<file path="src/rtl/utx_pkg.sv">
// utx_pkg: shared constants, job type and unit encoder for the transcoder.
// Used by utx_front, utx_queue, utx_back and unicode_transcoder_top.
package utx_pkg;

    // encoding codes (src_encoding / dst_encoding)
    localparam logic [1:0] ENC_ASCII = 2'd0;
    localparam logic [1:0] ENC_UTF8  = 2'd1;
    localparam logic [1:0] ENC_UTF16 = 2'd2;
    localparam logic [1:0] ENC_UTF32 = 2'd3;

    // configuration register indexes
    localparam logic [1:0] CFG_SRC    = 2'd0;
    localparam logic [1:0] CFG_DST    = 2'd1;
    localparam logic [1:0] CFG_STRICT = 2'd2;

    // result status codes
    localparam logic [2:0] ST_OK        = 3'd0;
    localparam logic [2:0] ST_BAD_ASCII = 3'd1;
    localparam logic [2:0] ST_BAD_UTF8  = 3'd2;
    localparam logic [2:0] ST_BAD_UTF16 = 3'd3;
    localparam logic [2:0] ST_BAD_UTF32 = 3'd4;
    localparam logic [2:0] ST_UNENC     = 3'd5;

    localparam logic [20:0] SUBST_CP = 21'h3F;

    localparam int UTX_QUEUE_DEPTH = 4;

    // One decoded input item: an error, or one or two code points.
    typedef struct packed {
        logic        err;
        logic [2:0]  code;
        logic        two;
        logic [20:0] cp0;
        logic [1:0]  len0_m1;
        logic [20:0] cp1;
        logic [1:0]  len1_m1;
        logic        eos;
    } job_t;

    // number of destination units minus one
    function automatic logic [1:0] enc_len(logic [20:0] cp, logic [1:0] dst);
        logic [1:0] len;
        len = 2'd0;
        if (dst == ENC_UTF8) begin
            if (cp < 21'h80)         len = 2'd0;
            else if (cp < 21'h800)   len = 2'd1;
            else if (cp < 21'h10000) len = 2'd2;
            else                     len = 2'd3;
        end else if (dst == ENC_UTF16) begin
            len = (cp > 21'hFFFF) ? 2'd1 : 2'd0;
        end
        return len;
    endfunction

    // unit k of the encoding of cp
    function automatic logic [31:0] enc_unit(logic [20:0] cp, logic [1:0] dst,
                                             logic [1:0] len_m1, logic [1:0] k);
        logic [1:0]  sh;
        logic [20:0] part;
        logic [7:0]  oct;
        logic [15:0] half;
        logic [31:0] unit;
        sh = len_m1 - k;
        case (sh)
            2'd0:    part = cp;
            2'd1:    part = cp >> 6;
            2'd2:    part = cp >> 12;
            default: part = cp >> 18;
        endcase
        unit = {11'd0, cp};
        if (dst == ENC_UTF8 && len_m1 != 2'd0) begin
            if (k == 2'd0) begin
                case (len_m1)
                    2'd1:    oct = 8'hC0 | {3'd0, part[4:0]};
                    2'd2:    oct = 8'hE0 | {4'd0, part[3:0]};
                    default: oct = 8'hF0 | {5'd0, part[2:0]};
                endcase
            end else begin
                oct = 8'h80 | {2'd0, part[5:0]};
            end
            unit = {24'd0, oct};
        end else if (dst == ENC_UTF16 && len_m1 != 2'd0) begin
            if (k == 2'd0) half = {5'd0, cp[20:10]} + 16'hD7C0;
            else           half = {6'd0, cp[9:0]} + 16'hDC00;
            unit = {16'd0, half};
        end
        return unit;
    endfunction

endpackage

</file>
<file path="src/rtl/utx_front.sv">
// utx_front: configuration registers, source decoding and error policy.
// Turns each accepted unit into at most one job; depends on utx_pkg.
module utx_front (
    input  logic              clk,
    input  logic              rst_n,
    input  logic              cfg_we,
    input  logic [1:0]        cfg_index,
    input  logic [1:0]        cfg_data,
    input  logic              s_tvalid,
    output logic              s_tready,
    input  logic [31:0]       s_tdata,
    input  logic              s_tlast,
    input  logic              q_full,
    output logic              push,
    output utx_pkg::job_t     job,
    output logic [1:0]        dst_encoding
);
    import utx_pkg::*;

    typedef struct packed {
        logic        valid;
        logic        bad;
        logic [2:0]  code;
        logic [20:0] cp;
    } ev_t;

    typedef struct packed {
        ev_t         ev;
        logic [20:0] acc;
        logic [1:0]  rem;
        logic [2:0]  len;
    } lead8_t;

    typedef struct packed {
        ev_t         ev;
        logic [9:0]  lb;
        logic        lp;
    } lead16_t;

    function automatic ev_t mk_cp(logic [20:0] cp);
        ev_t e;
        e = '0;
        e.valid = 1'b1;
        e.cp = cp;
        return e;
    endfunction

    function automatic ev_t mk_bad(logic [2:0] code);
        ev_t e;
        e = '0;
        e.valid = 1'b1;
        e.bad = 1'b1;
        e.code = code;
        return e;
    endfunction

    function automatic logic cp_ok(logic [31:0] cp);
        return cp <= 32'h10FFFF && (cp < 32'hD800 || cp > 32'hDFFF);
    endfunction

    function automatic lead8_t utf8_lead(logic [7:0] b);
        lead8_t r;
        r = '0;
        if (!b[7])                 r.ev = mk_cp({13'd0, b});
        else if (b[7:5] == 3'b110) begin r.acc = {16'd0, b[4:0]}; r.rem = 2'd1; r.len = 3'd2; end
        else if (b[7:4] == 4'b1110) begin r.acc = {17'd0, b[3:0]}; r.rem = 2'd2; r.len = 3'd3; end
        else if (b[7:3] == 5'b11110) begin r.acc = {18'd0, b[2:0]}; r.rem = 2'd3; r.len = 3'd4; end
        else                       r.ev = mk_bad(ST_BAD_UTF8);
        return r;
    endfunction

    function automatic lead16_t utf16_first(logic [15:0] u);
        lead16_t r;
        r = '0;
        if (u[15:10] == 6'b110110) begin r.lb = u[9:0]; r.lp = 1'b1; end
        else if (u[15:10] == 6'b110111) r.ev = mk_bad(ST_BAD_UTF16);
        else r.ev = mk_cp({5'd0, u});
        return r;
    endfunction

    logic [1:0]  src_reg, src_next, dst_reg, dst_next;
    logic        strict_reg, strict_next;
    logic [20:0] seq_accum_reg, seq_accum_next;
    logic [1:0]  seq_rem_reg, seq_rem_next;
    logic [2:0]  seq_len_reg, seq_len_next;
    logic [9:0]  lead_bits_reg, lead_bits_next;
    logic        lead_pend_reg, lead_pend_next;
    logic        aborted_reg, aborted_next;

    logic        s_accept;
    ev_t         ev0, ev1;
    lead8_t      l8;
    lead16_t     f16;
    logic [20:0] d_acc, acc_shift, cp_pair, min_cp;
    logic [1:0]  d_rem;
    logic [2:0]  d_len;
    logic [9:0]  d_lb;
    logic        d_lp;
    logic        err0, err1, failed;
    logic [2:0]  code0, code1;
    logic [20:0] cp0_m, cp1_m;

    assign s_tready     = !q_full;
    assign s_accept     = s_tvalid && s_tready;
    assign dst_encoding = dst_reg;

    // decode one unit against the partial state
    always_comb
    begin
        ev0 = '0;
        ev1 = '0;
        d_acc = seq_accum_reg;
        d_rem = seq_rem_reg;
        d_len = seq_len_reg;
        d_lb  = lead_bits_reg;
        d_lp  = lead_pend_reg;
        l8  = utf8_lead(s_tdata[7:0]);
        f16 = utf16_first(s_tdata[15:0]);
        acc_shift = {seq_accum_reg[14:0], s_tdata[5:0]};
        cp_pair   = 21'h10000 + {1'b0, lead_bits_reg, s_tdata[9:0]};
        case (seq_len_reg)
            3'd2:    min_cp = 21'h80;
            3'd3:    min_cp = 21'h800;
            default: min_cp = 21'h10000;
        endcase
        case (src_reg)
            ENC_ASCII:
            begin
                if (s_tdata[7]) ev0 = mk_bad(ST_BAD_ASCII);
                else            ev0 = mk_cp({14'd0, s_tdata[6:0]});
            end
            ENC_UTF8:
            begin
                if (seq_rem_reg == 2'd0)
                begin
                    ev0 = l8.ev;
                    d_acc = l8.acc; d_rem = l8.rem; d_len = l8.len;
                end
                else if (s_tdata[7:6] == 2'b10)
                begin
                    if (seq_rem_reg == 2'd1)
                    begin
                        d_acc = '0; d_rem = 2'd0; d_len = 3'd0;
                        if (!cp_ok({11'd0, acc_shift}) || acc_shift < min_cp)
                            ev0 = mk_bad(ST_BAD_UTF8);
                        else
                            ev0 = mk_cp(acc_shift);
                    end
                    else
                    begin
                        d_acc = acc_shift;
                        d_rem = seq_rem_reg - 2'd1;
                    end
                end
                else
                begin
                    // broken sequence: substitute, then retry the byte as a lead
                    ev0 = mk_bad(ST_BAD_UTF8);
                    ev1 = l8.ev;
                    d_acc = l8.acc; d_rem = l8.rem; d_len = l8.len;
                end
                if (s_tlast && d_rem != 2'd0)
                begin
                    if (ev0.valid) ev1 = mk_bad(ST_BAD_UTF8);
                    else           ev0 = mk_bad(ST_BAD_UTF8);
                end
            end
            ENC_UTF16:
            begin
                if (!lead_pend_reg)
                begin
                    ev0 = f16.ev;
                    d_lb = f16.lb; d_lp = f16.lp;
                end
                else if (s_tdata[15:10] == 6'b110111)
                begin
                    ev0 = mk_cp(cp_pair);
                    d_lb = '0; d_lp = 1'b0;
                end
                else
                begin
                    ev0 = mk_bad(ST_BAD_UTF16);
                    ev1 = f16.ev;
                    d_lb = f16.lb; d_lp = f16.lp;
                end
                if (s_tlast && d_lp)
                begin
                    if (ev0.valid) ev1 = mk_bad(ST_BAD_UTF16);
                    else           ev0 = mk_bad(ST_BAD_UTF16);
                end
            end
            default:
            begin
                if (cp_ok(s_tdata)) ev0 = mk_cp(s_tdata[20:0]);
                else                ev0 = mk_bad(ST_BAD_UTF32);
            end
        endcase
    end

    // substitute or fail; ascii destination cannot carry cp above 0x7f
    always_comb
    begin
        err0  = ev0.valid && (ev0.bad || (dst_reg == ENC_ASCII && ev0.cp > 21'h7F));
        err1  = ev1.valid && (ev1.bad || (dst_reg == ENC_ASCII && ev1.cp > 21'h7F));
        code0 = ev0.bad ? ev0.code : ST_UNENC;
        code1 = ev1.bad ? ev1.code : ST_UNENC;
        failed = strict_reg && (err0 || err1);
        cp0_m = err0 ? SUBST_CP : ev0.cp;
        cp1_m = err1 ? SUBST_CP : ev1.cp;
        job.err     = failed;
        job.code    = err0 ? code0 : code1;
        job.two     = ev1.valid && !failed;
        job.cp0     = cp0_m;
        job.len0_m1 = enc_len(cp0_m, dst_reg);
        job.cp1     = cp1_m;
        job.len1_m1 = enc_len(cp1_m, dst_reg);
        job.eos     = s_tlast;
        push = s_accept && !aborted_reg && (failed || ev0.valid);
    end

    always_comb
    begin
        src_next = src_reg;
        dst_next = dst_reg;
        strict_next = strict_reg;
        seq_accum_next = seq_accum_reg;
        seq_rem_next   = seq_rem_reg;
        seq_len_next   = seq_len_reg;
        lead_bits_next = lead_bits_reg;
        lead_pend_next = lead_pend_reg;
        aborted_next   = aborted_reg;
        if (cfg_we)
        begin
            case (cfg_index)
                CFG_SRC:    src_next = cfg_data;
                CFG_DST:    dst_next = cfg_data;
                CFG_STRICT: strict_next = cfg_data[0];
                default:    ;
            endcase
            if (cfg_index == CFG_SRC || cfg_index == CFG_DST || cfg_index == CFG_STRICT)
            begin
                seq_accum_next = '0; seq_rem_next = '0; seq_len_next = '0;
                lead_bits_next = '0; lead_pend_next = 1'b0;
            end
        end
        else if (s_accept)
        begin
            if (aborted_reg)
            begin
                if (s_tlast) aborted_next = 1'b0;
            end
            else
            begin
                seq_accum_next = d_acc; seq_rem_next = d_rem; seq_len_next = d_len;
                lead_bits_next = d_lb;  lead_pend_next = d_lp;
                if (failed || s_tlast)
                begin
                    seq_accum_next = '0; seq_rem_next = '0; seq_len_next = '0;
                    lead_bits_next = '0; lead_pend_next = 1'b0;
                end
                if (failed && !s_tlast) aborted_next = 1'b1;
            end
        end
    end

    always_ff @(posedge clk or negedge rst_n)
    begin
        if (!rst_n)
        begin
            src_reg <= ENC_UTF8;
            dst_reg <= ENC_UTF8;
            strict_reg <= 1'b0;
            seq_accum_reg <= '0;
            seq_rem_reg <= '0;
            seq_len_reg <= '0;
            lead_bits_reg <= '0;
            lead_pend_reg <= 1'b0;
            aborted_reg <= 1'b0;
        end
        else
        begin
            src_reg <= src_next;
            dst_reg <= dst_next;
            strict_reg <= strict_next;
            seq_accum_reg <= seq_accum_next;
            seq_rem_reg <= seq_rem_next;
            seq_len_reg <= seq_len_next;
            lead_bits_reg <= lead_bits_next;
            lead_pend_reg <= lead_pend_next;
            aborted_reg <= aborted_next;
        end
    end

    a_abort_clean: assert property (@(posedge clk) disable iff (!rst_n)
        aborted_reg |-> (seq_rem_reg == 2'd0 && !lead_pend_reg))
        else $error("partial state kept across abort");
    a_partial_src: assert property (@(posedge clk) disable iff (!rst_n)
        (seq_rem_reg == 2'd0 || src_reg == ENC_UTF8) &&
        (!lead_pend_reg || src_reg == ENC_UTF16))
        else $error("partial state does not match source encoding");
    a_no_push_aborted: assert property (@(posedge clk) disable iff (!rst_n)
        aborted_reg |-> !push)
        else $error("job issued inside aborted string");

endmodule

</file>
<file path="src/rtl/utx_queue.sv">
// utx_queue: short job queue between decoder and encoder.
// Register-based FIFO of utx_pkg::job_t entries.
module utx_queue #(
    parameter int DEPTH = utx_pkg::UTX_QUEUE_DEPTH
) (
    input  logic          clk,
    input  logic          rst_n,
    input  logic          push,
    input  utx_pkg::job_t wr_job,
    output logic          full,
    input  logic          pop,
    output logic          head_valid,
    output utx_pkg::job_t head
);
    import utx_pkg::*;

    localparam int PTR_W = (DEPTH > 1) ? $clog2(DEPTH) : 1;
    localparam int CNT_W = $clog2(DEPTH + 1);

    job_t             mem [DEPTH];
    logic [PTR_W-1:0] wr_ptr_reg, wr_ptr_next, rd_ptr_reg, rd_ptr_next;
    logic [CNT_W-1:0] count_reg, count_next;

    assign full       = (count_reg == CNT_W'(DEPTH));
    assign head_valid = (count_reg != '0);
    assign head       = mem[rd_ptr_reg];

    always_comb
    begin
        wr_ptr_next = wr_ptr_reg;
        rd_ptr_next = rd_ptr_reg;
        count_next  = count_reg;
        if (push)
            wr_ptr_next = (wr_ptr_reg == PTR_W'(DEPTH - 1)) ? '0 : wr_ptr_reg + 1'b1;
        if (pop)
            rd_ptr_next = (rd_ptr_reg == PTR_W'(DEPTH - 1)) ? '0 : rd_ptr_reg + 1'b1;
        if (push && !pop)      count_next = count_reg + 1'b1;
        else if (!push && pop) count_next = count_reg - 1'b1;
    end

    always_ff @(posedge clk)
    begin
        if (push) mem[wr_ptr_reg] <= wr_job;
    end

    always_ff @(posedge clk or negedge rst_n)
    begin
        if (!rst_n)
        begin
            wr_ptr_reg <= '0;
            rd_ptr_reg <= '0;
            count_reg  <= '0;
        end
        else
        begin
            wr_ptr_reg <= wr_ptr_next;
            rd_ptr_reg <= rd_ptr_next;
            count_reg  <= count_next;
        end
    end

endmodule

</file>
<file path="src/rtl/utx_back.sv">
// utx_back: expands queued jobs into destination units, one per cycle unless
// stalled by m_tready, into a registered output stage. Depends on utx_pkg.
module utx_back (
    input  logic          clk,
    input  logic          rst_n,
    input  logic [1:0]    dst_encoding,
    input  logic          head_valid,
    input  utx_pkg::job_t head,
    output logic          pop,
    output logic          m_tvalid,
    input  logic          m_tready,
    output logic [31:0]   m_tdata,
    output logic [3:0]    m_tuser,
    output logic          m_tlast
);
    import utx_pkg::*;

    logic [1:0]  idx_reg, idx_next;
    logic        out_valid_reg, out_valid_next;
    logic [31:0] out_unit_reg;
    logic [2:0]  out_status_reg;
    logic        out_run_last_reg, out_done_reg;

    logic [2:0]  len0, len1, last_idx, idx_w;
    logic        second, is_last, load;
    logic [20:0] cp_sel;
    logic [1:0]  lm1_sel, k_sel;
    logic [31:0] unit_w;

    always_comb
    begin
        len0  = {1'b0, head.len0_m1} + 3'd1;
        len1  = {1'b0, head.len1_m1} + 3'd1;
        idx_w = {1'b0, idx_reg};
        if (head.err)      last_idx = 3'd0;
        else if (head.two) last_idx = len0 + len1 - 3'd1;
        else               last_idx = len0 - 3'd1;
        second  = head.two && (idx_w >= len0);
        cp_sel  = second ? head.cp1 : head.cp0;
        lm1_sel = second ? head.len1_m1 : head.len0_m1;
        k_sel   = second ? 2'(idx_w - len0) : idx_reg;
        unit_w  = head.err ? 32'd0 : enc_unit(cp_sel, dst_encoding, lm1_sel, k_sel);
        is_last = (idx_w == last_idx);
        load    = head_valid && (!out_valid_reg || m_tready);
        pop     = load && is_last;
        idx_next = idx_reg;
        if (load) idx_next = is_last ? 2'd0 : idx_reg + 2'd1;
        out_valid_next = out_valid_reg;
        if (load)          out_valid_next = 1'b1;
        else if (m_tready) out_valid_next = 1'b0;
    end

    always_ff @(posedge clk or negedge rst_n)
    begin
        if (!rst_n)
        begin
            idx_reg <= '0;
            out_valid_reg <= 1'b0;
        end
        else
        begin
            idx_reg <= idx_next;
            out_valid_reg <= out_valid_next;
        end
    end

    always_ff @(posedge clk)
    begin
        if (load)
        begin
            out_unit_reg     <= unit_w;
            out_status_reg   <= head.err ? head.code : ST_OK;
            out_run_last_reg <= is_last;
            out_done_reg     <= is_last && (head.eos || head.err);
        end
    end

    assign m_tvalid = out_valid_reg;
    assign m_tdata  = out_unit_reg;
    assign m_tuser  = {out_run_last_reg, out_status_reg};
    assign m_tlast  = out_done_reg;

    a_err_ends: assert property (@(posedge clk) disable iff (!rst_n)
        (out_valid_reg && out_status_reg != ST_OK) |->
        (out_run_last_reg && out_done_reg && out_unit_reg == 32'd0))
        else $error("error transaction not alone or nonzero");
    a_done_last: assert property (@(posedge clk) disable iff (!rst_n)
        (out_valid_reg && out_done_reg) |-> out_run_last_reg)
        else $error("string end without run end");
    a_idx_wrap: assert property (@(posedge clk) disable iff (!rst_n)
        pop |=> idx_reg == 2'd0)
        else $error("unit index not rewound after job");

endmodule

</file>
<file path="src/rtl/unicode_transcoder_top.sv">
// unicode_transcoder_top: streaming UTF transcoder, top level.
// Instantiates utx_front, utx_queue and utx_back; depends on utx_pkg.
//
// Converts a stream of source code units (ASCII, UTF-8, UTF-16 or UTF-32)
// into destination code units of any of those encodings. The front end takes
// one source unit per cycle, decodes it against the partial UTF-8 sequence or
// pending lead surrogate, applies the substitute/strict policy and queues a
// job of one or two code points, or one error. The back end, unless stalled,
// emits one destination unit per cycle from the head job through a registered
// output stage, so a job yields one to four units (four for a substitution
// followed by a three-byte UTF-8 character). Sustained input rate is one unit
// per cycle while each unit yields at most one output transaction; longer
// runs are absorbed by the QUEUE_DEPTH-entry job queue, and s_tready drops
// only when that queue is full. Units that yield nothing (a UTF-8 lead or
// continuation, a lead surrogate, dropped units of an aborted string) never
// enter the queue. Configuration writes must be made while the block is idle;
// any write to a defined register clears the partial decode state.
module unicode_transcoder_top #(
    parameter int QUEUE_DEPTH = utx_pkg::UTX_QUEUE_DEPTH
) (
    input  logic        clk,
    input  logic        rst_n,
    // configuration: 0 src_encoding, 1 dst_encoding, 2 strict_mode
    input  logic        cfg_we,
    input  logic [1:0]  cfg_index,
    input  logic [1:0]  cfg_data,
    // source stream
    input  logic        s_tvalid,
    output logic        s_tready,
    input  logic [31:0] s_tdata,   // [31:0] code_unit
    input  logic        s_tlast,   // end_of_string
    // destination stream
    output logic        m_tvalid,
    input  logic        m_tready,
    output logic [31:0] m_tdata,   // [31:0] out_unit
    output logic [3:0]  m_tuser,   // [2:0] status, [3] run_last
    output logic        m_tlast    // string_done
);
    import utx_pkg::*;

    logic       q_full, push, pop, head_valid;
    job_t       wr_job, head;
    logic [1:0] dst_encoding;

    utx_front u_front (
        .clk          (clk),
        .rst_n        (rst_n),
        .cfg_we       (cfg_we),
        .cfg_index    (cfg_index),
        .cfg_data     (cfg_data),
        .s_tvalid     (s_tvalid),
        .s_tready     (s_tready),
        .s_tdata      (s_tdata),
        .s_tlast      (s_tlast),
        .q_full       (q_full),
        .push         (push),
        .job          (wr_job),
        .dst_encoding (dst_encoding)
    );

    // decouples decode from the unit-by-unit expansion of jobs
    utx_queue #(
        .DEPTH (QUEUE_DEPTH)
    ) u_queue (
        .clk        (clk),
        .rst_n      (rst_n),
        .push       (push),
        .wr_job     (wr_job),
        .full       (q_full),
        .pop        (pop),
        .head_valid (head_valid),
        .head       (head)
    );

    utx_back u_back (
        .clk          (clk),
        .rst_n        (rst_n),
        .dst_encoding (dst_encoding),
        .head_valid   (head_valid),
        .head         (head),
        .pop          (pop),
        .m_tvalid     (m_tvalid),
        .m_tready     (m_tready),
        .m_tdata      (m_tdata),
        .m_tuser      (m_tuser),
        .m_tlast      (m_tlast)
    );

endmodule

</file>
<file path="config.mk">
export PLATFORM = sky130hd
export DESIGN_NAME = unicode_transcoder_top
export DESIGN_NICKNAME = d
export VERILOG_FILES = /design/src/rtl/utx_pkg.sv /design/src/rtl/utx_front.sv /design/src/rtl/utx_queue.sv /design/src/rtl/utx_back.sv /design/src/rtl/unicode_transcoder_top.sv
export SDC_FILE = /design/constraint.sdc
export NUM_CORES = 1
export LEC_CHECK = 0
export ABC_CLOCK_PERIOD_IN_PS = 5900
export BUFFER_PORTS_ARGS = -buffer_cell sky130_fd_sc_hd__buf_2
export CAP_MARGIN = 20
export CORE_MARGIN = 2
export CORE_UTILIZATION = 50
export CTS_CLUSTER_DIAMETER = 120
export DETAILED_ROUTE_END_ITERATION = 12
export GPL_TIMING_DRIVEN = 0
export PLACE_DENSITY = 0.68
export SYNTH_ARGS = -nofsm -noshare
export SYNTH_HDL_FRONTEND = slang
export SYNTH_SLANG_ARGS = --single-unit
</file>
<file path="constraint.sdc">
create_clock -name clk -period 5.9 [get_ports clk]
set_clock_uncertainty 0.1 [all_clocks]
set_input_delay 1.18 -clock clk [delete_from_list [all_inputs] [get_ports clk]]
set_output_delay 1.18 -clock clk [all_outputs]
set_load 0.01 [all_outputs]
</file>
Word-level counts from Yosys, hierarchy flattened. Memory sizes are Yosys's and may differ from the RTL's. Cells that the tools add are included.

Flip-flop bits (word level): 73. Bits in writable memories: 208. Input port bits: 42. Output and inout bits: 39. Word-level logic and storage cells: 268. Memories kept: 1.

Add/subtract/negate cells: 16. $lt $le $gt $ge: 18. Equal/unequal tests: 26. Muxes and demuxes: 121. Bitwise gates (word level): 1. Reduce and logical (&&, ||, !) cells: 65.

Memory list: u_queue.mem (words 4, bits a word 52, read ports 1, clocked after memory_dff 0, write ports 1, line utx_queue.sv:20) `job_t mem [DEPTH];`.

Operators with widths (count): $mux W26 (21); $mux W25 (7); $mux W15 (9); $mux W10 (8); $pmux W26 S3 (1); $gt A21 B16 Y1 const B (3); $mux W21 (3); $pmux W26 S2 (1); $mux W3 (16); $mux W2 (23); $gt A21 B7 Y1 const B (2); $lt A21 B12 Y1 const B (2); $lt A21 B17 Y1 const B (2); $lt A21 B8 Y1 const B (2); $mux W20 (2); $pmux W17 S2 (1); $gt A32 B16 Y1 const B (1); $le A32 B21 Y1 const B (1); $lt A32 B16 Y1 const B (1); $mux W16 (2); $logic_and A1 B1 Y1 (22); $add A17 B20 Y21 const A (1); $le A21 B21 Y1 const B (1); $lt A21 B16 Y1 const B (1); other kinds (40) (114).

Longest topological paths before layout. Gate-level depths: netlist of the first run.

Word-level depth: 25. Depth in mapped cells: 22. Depth with buffers taken out: 18.

Hierarchy. Synthesis of the first run repeated with hierarchy kept, for this count alone.

Cell total of the unflattened synthesis: 1040. Area total of the unflattened synthesis: 14067.2 um2.

By module, submodules not included: utx_queue (instances 1, cells an instance 309, area an instance 7987.7 um2); utx_front (instances 1, cells an instance 419, area an instance 3345.7 um2); utx_back (instances 1, cells an instance 312, area an instance 2733.9 um2).

Worst setup path after synthesis of the first run. Ideal clock, no wire load.

Kind: register to register. Start: register u_queue.rd_ptr_reg[0]. End: register u_back.out_unit_reg[4], in the netlist u_back.m_tdata[4] (data pin). Library setup time: 0.258 ns. Data arrival time: 4.376 ns. Required time: 5.542 ns. Setup slack: 1.165 ns. Stages on the path, launching flop included: 18. Buffers on the path: 4. Clock period less this slack: 4.735 ns. Cell sequence: dfrtp_1 mux4_2 ha_1 inv_1 ha_1 a21oi_1 or3b_1 buf_2 buf_2 mux2i_1 ha_1 or3b_2 buf_1 or2_2 clkbuf_1 mux2i_1 o21ai_0 nor2_1.

Cells in the longest elaborated chain, start to end: 11. Elaborated cells on any way between the ends: 26. Classes of those cells: add/sub (5); order compare (1); eq/ne (4); mux (9); reduce/logical (6); memory (1).

Ends and longest elaborated chain: start: declaration (line utx_queue.sv:21) `logic [PTR_W-1:0] wr_ptr_reg, wr_ptr_next, rd_ptr_reg, rd_ptr_next;`; start signal: assignment (line utx_queue.sv:57) `rd_ptr_reg <= rd_ptr_next;`; $mem_v2 Z4 W52 *; $add A2 B1 Y3 (line utx_back.sv:32) `len0 = {1'b0, head.len0_m1} + 3'd1;`; $ge A2 B3 Y1 (line utx_back.sv:38) `second = head.two && (idx_w >= len0);`; $logic_and A1 B1 Y1 (line utx_back.sv:38); $mux W2 (on tied branches) (line utx_back.sv:40, utx_back.sv:41); $sub A2 B2 Y2 (line utx_pkg.sv:63) `sh = len_m1 - k;`; $eq A2 B2 Y1 (tied with other cells) (line utx_pkg.sv:64) `case (sh)`; $pmux W6 S3 (line utx_pkg.sv:64); $pmux W6 S2 (line utx_pkg.sv:73) `case (len_m1)`; $mux W7 (line utx_pkg.sv:72) `if (k == 2'd0) begin`; $mux W8 (line utx_pkg.sv:71) `if (dst == ENC_UTF8 && len_m1 != 2'd0) begin`; end signal: assignment (line utx_back.sv:71) `out_unit_reg <= unit_w;`; end: declaration (line utx_back.sv:20) `logic [31:0] out_unit_reg;`.

Every way passes the cells marked *; elsewhere a longest branch is shown, timed or not. A chain may end at the register's enable or synchronous reset.

Worst setup path in the final report of the first run.
Start: register u_queue.rd_ptr_reg[1]. End: register u_queue.count_reg[1].

Cells in the longest elaborated chain, start to end: 11. Elaborated cells on any way between the ends: 15. Classes of those cells: add/sub (5); eq/ne (1); mux (3); reduce/logical (5); memory (1).

Ends and longest elaborated chain: $mem_v2 Z4 W52 *; $add A2 B1 Y3 (on tied branches) (line utx_back.sv:32, utx_back.sv:33); $add A3 B3 Y3 (line utx_back.sv:36) `else if (head.two) last_idx = len0 + len1 - 3'd1;`; $sub A3 B1 Y3 (line utx_back.sv:36); $mux W3 (line utx_back.sv:36); $mux W3 * (line utx_back.sv:35) `if (head.err) last_idx = 3'd0;`; $eq A2 B3 Y1 * (line utx_back.sv:43) `is_last = (idx_w == last_idx);`; net u_back.is_last (line utx_back.sv:25) `logic second, is_last, load;`; $logic_and A1 B1 Y1 * (line utx_back.sv:45) `pop = load && is_last;`; $logic_not A1 Y1 * (line utx_queue.sv:37) `if (push && !pop) count_next = count_reg + 1'b1;`; $logic_and A1 B1 Y1 * (line utx_queue.sv:37); $mux W3 * (line utx_queue.sv:37); net u_queue.count_next[1] (line utx_queue.sv:22) `logic [CNT_W-1:0] count_reg, count_next;`; end signal: assignment (line utx_queue.sv:58) `count_reg <= count_next;`; end: declaration (line utx_queue.sv:22).

Mark *: on every way through the listed nets, which the timed path passes. The rest lies on a longest branch.

==> results.toml, run 1 <==
[route]
wl_per_cell_um = 22.9
firstDrtPassIters = 7
drt-total-wl_um = 31400
drtIter0Drc = 991
post-route-drc-count = 0
ant_nets = 0
viasPerCell = 6.05
vias = 8310

[synthesis]
yosys.cell_types.count = 86
syn_inst = 910
syn_area_um2 = 12700
ys_ff_latch = 261
netlist.area_leader.share_pct = 50.6
synthTopCellsByCount = "edfxtp_1 (214), nor2_1 (61), nand2_1 (51)"
synth_edf_count = 214
synthTopCellsByArea = "edfxtp_1 (51%), dfrtp_1 (8.9%), mux4_2 (8.9%)"
syn_area_per_cell_um2 = 13.9
synth_warnings = 0
synth.most_common_cell = "edfxtp_1"
yosys.area.top_type = "edfxtp_1"
synthFlopType = "edfxtp_1"
synthArstFlopShare_pct = 18.0
seq_area_frac_synth_pct = 59.9

[final_layout]
final_area_um2 = 14500
drive_gt1_share_pct = 22.3
largest_register_ffs = 188
fillers = 2049
seq_area_um2 = 7600
syn_to_final_growth_pct = 14.0
nNetsFinal = 1092
multi_input_area_um2 = 4720
final_util_pct = 57.8

[critical_path]
arrival_ns = 5.85
worstSetupPathType = "register to register"
worst-path-buf-inv = 7
cp-start-kind = "register"
crit_chain = "buf_2, buf_2, clkbuf_4, buf_2, buf_2, mux4_2, ha_1, mux2i_1, or4_1, a21oi_1, a41oi_1, nor2_1, a21o_1, and2_1, inv_1, ha_1, inv_1, fa_1, mux2_2"
critical_path.most_common_cell = "buf_2"
cpPeakStageDelay_ns = 0.48
crit_family = "buffers and inverters"
cp_slowest_cell = "or4_1"
required_ns = 6.23
path_max_fanout = 10
endpoint_kind = "register"

[pwr]
p_leak_nw = 5.44
p_per_area_nw_per_um2 = 503
ir_drop_mv = 0.375
p_total_mw = 7.28

[placed_design]
gp_congestion = 0.915
dp_hpwl_um = 22800
placed_area_um2 = 13600
io_buffer_count = 66

[timing]
worst_pin_slew_ns = 1.05
rsz0062_at_grt = "false"
period_needed_ns = 5.52
hold_viol = 0
setup_tns_ns = 0
final-setup-viol-count = 0
max_clock_freq_mhz = 181
whs_ns = 0.403
max_slew_margin_pct = 29.6
period_share_pct = 93.6
slew_viol_final = 0

[floorplan]
initial_core_util_pct = 50.7
num_io_pins = 81
num_rows = 58
die_x_um = 163
fp.coreArea_um2 = 25000
die_h_um = 163
dieArea_um2 = 26700

[global_route]
track_usage_pct = 24.3
overflow = 0
first_global_vias = 8368
antenna_found_initial = 0
grt_pass1_wl_um = 48800
grt_max_degree = 37

[clocking]
cts_buffer_depth = 3
cts_sinks = 261
cts.root.buffer_cell = "clkbuf_16"
clk_latency_ns = 0.55
cts_tree = "built"
cts_buffers = 27
clkTransAtPathRegs_ns = 0.06
htree_levels = 1

[status]
status = "completed"

[flow_run]
max_cap_viol_count = 0

[worst_hold_path]
holdCritPathClass = "register to register"
==> cell families after synthesis <==
group | count (synthesis) | synth area share (%)
flops | 261 | 59.9
simple gates | 242 | 10.4
compound gates | 187 | 10.4
buf+inv | 89 | 3.30
mux | 87 | 12.0
fa+ha+maj | 28 | 2.88
xor+xnor | 15 | 1.09
other cells | 1 | 0.0296
==> per-stage QoR <==
step	std cells	worst slack (ns)
detailed placement	1323	0.225
finish	1373	0.380
CTS	1372	0.213
floorplan	920	1.17
global placement	1316	0.203
global route	1372	0.0331
==> routing by layer <==
metal	track usage, %	vias up	routed length (um)
met5	0	-	0
met4	6.28	0	821
met3	2.89	50	1870
met2	40.6	319	15000
met1	34.1	4187	13700
li1	-	3754	-
==> cells in the final DEF (no fill, tap or decap), drive strengths merged, types with 4 or more instances in the layout <==
cell type	count
a221oi	4
dfrtp	45
a21o	10
o21ai	43
xnor2	9
nand3b	6
buf	104
and2	21
a22o	33
a31oi	7
clkbuf	53
inv	40
and3	11
o21a	6
or3	5
clkinv	10
nand2	51
mux4	50
nor4	10
a22oi	6
nor3	17
a211oi	5
ha	26
nand2b	10
mux2	7
conb	11
nand3	12
xor2	6
nor3b	7
nand4	4
a21oi	40
nor2	62
mux2i	30
edfxtp	214
==> final timing paths <==
kind | slack, ns | start | to | depth (start not counted)
setup / recovery | 0.38 | u_queue.rd_ptr_reg[1] | u_queue.count_reg[1] | 19
hold / removal | 0.40 | u_queue.count_reg[2] | u_queue.count_reg[2] | 1
setup reg to reg | 0.38 | u_queue.rd_ptr_reg[1] | u_queue.count_reg[1] | 19
hold reg to reg | 0.40 | u_queue.count_reg[2] | u_queue.count_reg[2] | 1
max in group asynchronous | 4.51 | rst_n | u_front.dst_encoding[0] | 2
min in group asynchronous | 0.55 | rst_n | u_queue.wr_ptr_reg[1] | 1
==> final cells by class <==
class | count | share of cell area [%]
timing repair buffer | 74 | 3.23
clock inverter | 17 | 0.995
inverter | 37 | 0.960
tap | 330 | 2.85
sequential | 261 | 52.6
clock buffer | 32 | 4.80
antenna | 1 | 0.0173
buffer | 51 | 1.93
multi-input combinational | 570 | 32.7
==> where the power goes <==
part	leakage [nW]	internal [mW]	total, mW	switching, mW
logic	2.40	1.35	3.16	1.81
clock network	0.405	0.895	1.61	0.717
registers	2.65	2.40	2.50	0.105
total	5.44	4.64	7.28	2.64
==> timing repair <==
action	4_1_cts	5_1_grt
resized for setup	0	1
buffers inserted	0	0
hold buffers	0	0
setup endpoints to repair	0	4
No activity file was read; power rests on OpenSTA's default activity.
==> run 2, diff against run 1 <==
--- a/config.mk
+++ b/config.mk
@@ -9,11 +9,11 @@
 export BUFFER_PORTS_ARGS = -buffer_cell sky130_fd_sc_hd__buf_2
 export CAP_MARGIN = 20
 export CORE_MARGIN = 2
-export CORE_UTILIZATION = 50
+export CORE_UTILIZATION = 61
 export CTS_CLUSTER_DIAMETER = 120
 export DETAILED_ROUTE_END_ITERATION = 12
 export GPL_TIMING_DRIVEN = 0
-export PLACE_DENSITY = 0.68
+export PLACE_DENSITY = 0.8
 export SYNTH_ARGS = -nofsm -noshare
 export SYNTH_HDL_FRONTEND = slang
 export SYNTH_SLANG_ARGS = --single-unit
==> constraint.sdc (replaced) <==
create_clock -name clk -period 5.9 [get_ports clk]
set_clock_uncertainty 0.1 [all_clocks]
set_input_delay 0.885 -clock clk [delete_from_list [all_inputs] [get_ports clk]]
set_output_delay 0.885 -clock clk [all_outputs]
set_load 0.01 [all_outputs]
==> run 2 against run 1 <==
Core utilization up 13 points. Via count up 1.3%. Hold slack worse by 0.17 ns. Critical path type unchanged. First-iteration DRC count down 12%. Critical path depth down 2.
==> results.toml, run 2 (synthesized netlist as in run 1, its figures left out) <==
[global_route]
grt_max_degree = 38
first_global_vias = 8289
overflow = 0
grt_pass1_wl_um = 47200
antenna_found_initial = 0
track_usage_pct = 28.4

[critical_path]
critical_path.most_common_cell = "ha_1"
arrival_ns = 5.81
endpoint_kind = "register"
cp_slowest_cell = "mux4_2"
path_max_fanout = 10
cp-start-kind = "register"
cpPeakStageDelay_ns = 0.64
required_ns = 6.15
crit_chain = "mux4_2, ha_1, inv_1, ha_1, a21oi_2, or3b_1, buf_2, buf_2, mux2i_1, ha_1, or3b_2, clkbuf_2, or2_2, clkbuf_1, nor2_1, nor3_1, a221oi_1"
worstSetupPathType = "register to register"

[timing]
rsz0062_at_grt = "false"
final-setup-viol-count = 0
max_slew_margin_pct = 31.6
setup_tns_ns = 0
max_clock_freq_mhz = 180
period_share_pct = 94.4
worst_pin_slew_ns = 1.02
slew_viol_final = 0
period_needed_ns = 5.57
layout_setup_ws_ns = 0.331
hold_viol = 0

[clocking]
cts_buffers = 27
cts_buffer_depth = 3
htree_levels = 1
cts.root.buffer_cell = "clkbuf_16"
cts_setup_buffers = 0
cts_tree = "built"
cts_sinks = 261
clk_latency_ns = 0.54
clkTransAtPathRegs_ns = 0.07

[final_layout]
nNetsFinal = 1090
drive_gt1_share_pct = 22.3
multi_input_area_um2 = 4730
layout_common_cells = "edfxtp_1 (214), buf_2 (79), nor2_1 (61)"
seq_area_um2 = 7600
syn_to_final_growth_pct = 13.0
largest_register_ffs = 188
final_common_cell = "edfxtp_1"
fillers = 1349
insertedDiodeCount = 0

[pwr]
p_leak_nw = 5.42
clockPowerShare_pct = 21.6
combPwrFrac_pct = 43.7
power_switching_mw = 2.63
netSwitchingFraction_pct = 36.4
p_int_mw = 4.60
p_per_area_nw_per_um2 = 504
ir_drop_mv = 0.237
p_total_mw = 7.23
p_seq_share_pct = 34.7

[route]
drt-total-wl_um = 30500
post-route-drc-count = 0
drtIter0Drc = 872
wl_per_cell_um = 23.2
viasPerCell = 6.42
ant_nets = 0
firstDrtPassIters = 5
vias = 8418

[floorplan]
num_rows = 52
dieArea_um2 = 22000
fp.coreArea_um2 = 20300
die_h_um = 148
initial_core_util_pct = 62.5
num_io_pins = 81
die_x_um = 148

[flow_run]
max_cap_viol_count = 0

[placed_design]
gp_congestion = 1.00
pre_cts_ws_ns = 0.230
io_buffer_count = 66
dp_hpwl_um = 21700

[worst_hold_path]
holdCritPathClass = "primary input to asynchronous set/reset pin"

[status]
status = "completed"
run 2: cell types whose count changed in the layout (fill, tap and decap cells not counted):
cell,previous run,this run
buf_2,80,79
diode_2,1,0
clkinvlp_2,0,1
buf_12,6,5
inv_16,1,0
clkbuf_8,0,1
a21oi_1,38,37
clkbuf_1,25,23
a21oi_2,1,2
clkinv_1,3,5
buf_6,4,3
clkbuf_2,0,1
inv_6,2,3
bufinv_16,1,0
run 2: worst paths after layout:
check | from | to | slack (ns) | cells past startpoint
max | u_queue.rd_ptr_reg[0] | u_back.m_tdata[3] | 0.33 | 17
max reg2reg | u_queue.rd_ptr_reg[0] | u_back.m_tdata[3] | 0.33 | 17
min in group clk | u_front.seq_rem_reg[1] | u_front.seq_rem_reg[1] | 0.39 | 1
min | rst_n | u_queue.rd_ptr_reg[0] | 0.23 | 1
max in group asynchronous | rst_n | u_front.seq_accum_reg[12] | 4.93 | 2
min reg2reg | u_front.seq_rem_reg[1] | u_front.seq_rem_reg[1] | 0.39 | 1
run 2: metrics by stage:
step,hold WS (ns),utilization [%],instance area [um^2],cells
final,0.229,70.6,14300,1311
after floorplan,0.363,-,12700,920
after CTS,0.235,70.6,14300,1311
after detailed placement,0.381,66.6,13500,1261
after global routing,0.251,70.6,14300,1311
after global placement,0.377,66.0,13400,1256
run 2: final cells by class:
type / instances / share of cell area [%]
well taps: 270 / 2.36
repair buffers: 71 / 3.00
clock inverters: 19 / 0.803
multi-input cells: 570 / 33.0
inverters: 37 / 0.969
clock buffers: 31 / 4.89
plain buffers: 52 / 1.98
flip-flops and latches: 261 / 53.0
run 2: critical path: cells and delay by family (launching register included):
family,cells,cell delay [ns]
AND/OR/NAND/NOR,5,1.21
flip-flops,1,0.51
adder cells (fa/ha/maj),3,0.98
multiplexers,2,0.83
buffers and inverters,5,1.16
AO/OA/AOI/OAI,2,0.56
run 2: metal layers:
layer	global-route usage [%]	share of wire (%)	wire length, um
met1	39.1	40	12200
met2	46.2	48	14500
met3	4.33	8.5	2600
met4	11.7	3.7	1130
met5	0	0	0
run 2: what timing repair did:
action                     in CTS  in global routing
setup endpoints to repair       0                  7
hold endpoints to repair        0                  0
resized for setup               0                  3
hold buffers                    0                  0
run 2: power by group through the flow:
stage	sequential, mW	clock (mW)	combinational [mW]
2_1_floorplan	2.58	0	2.23
3_3_place_gp	2.55	0	3.01
3_5_place_dp	2.54	0	3.11
4_1_cts	2.51	1.58	3.14
5_1_grt	2.54	1.64	3.42
6_report	2.51	1.56	3.16
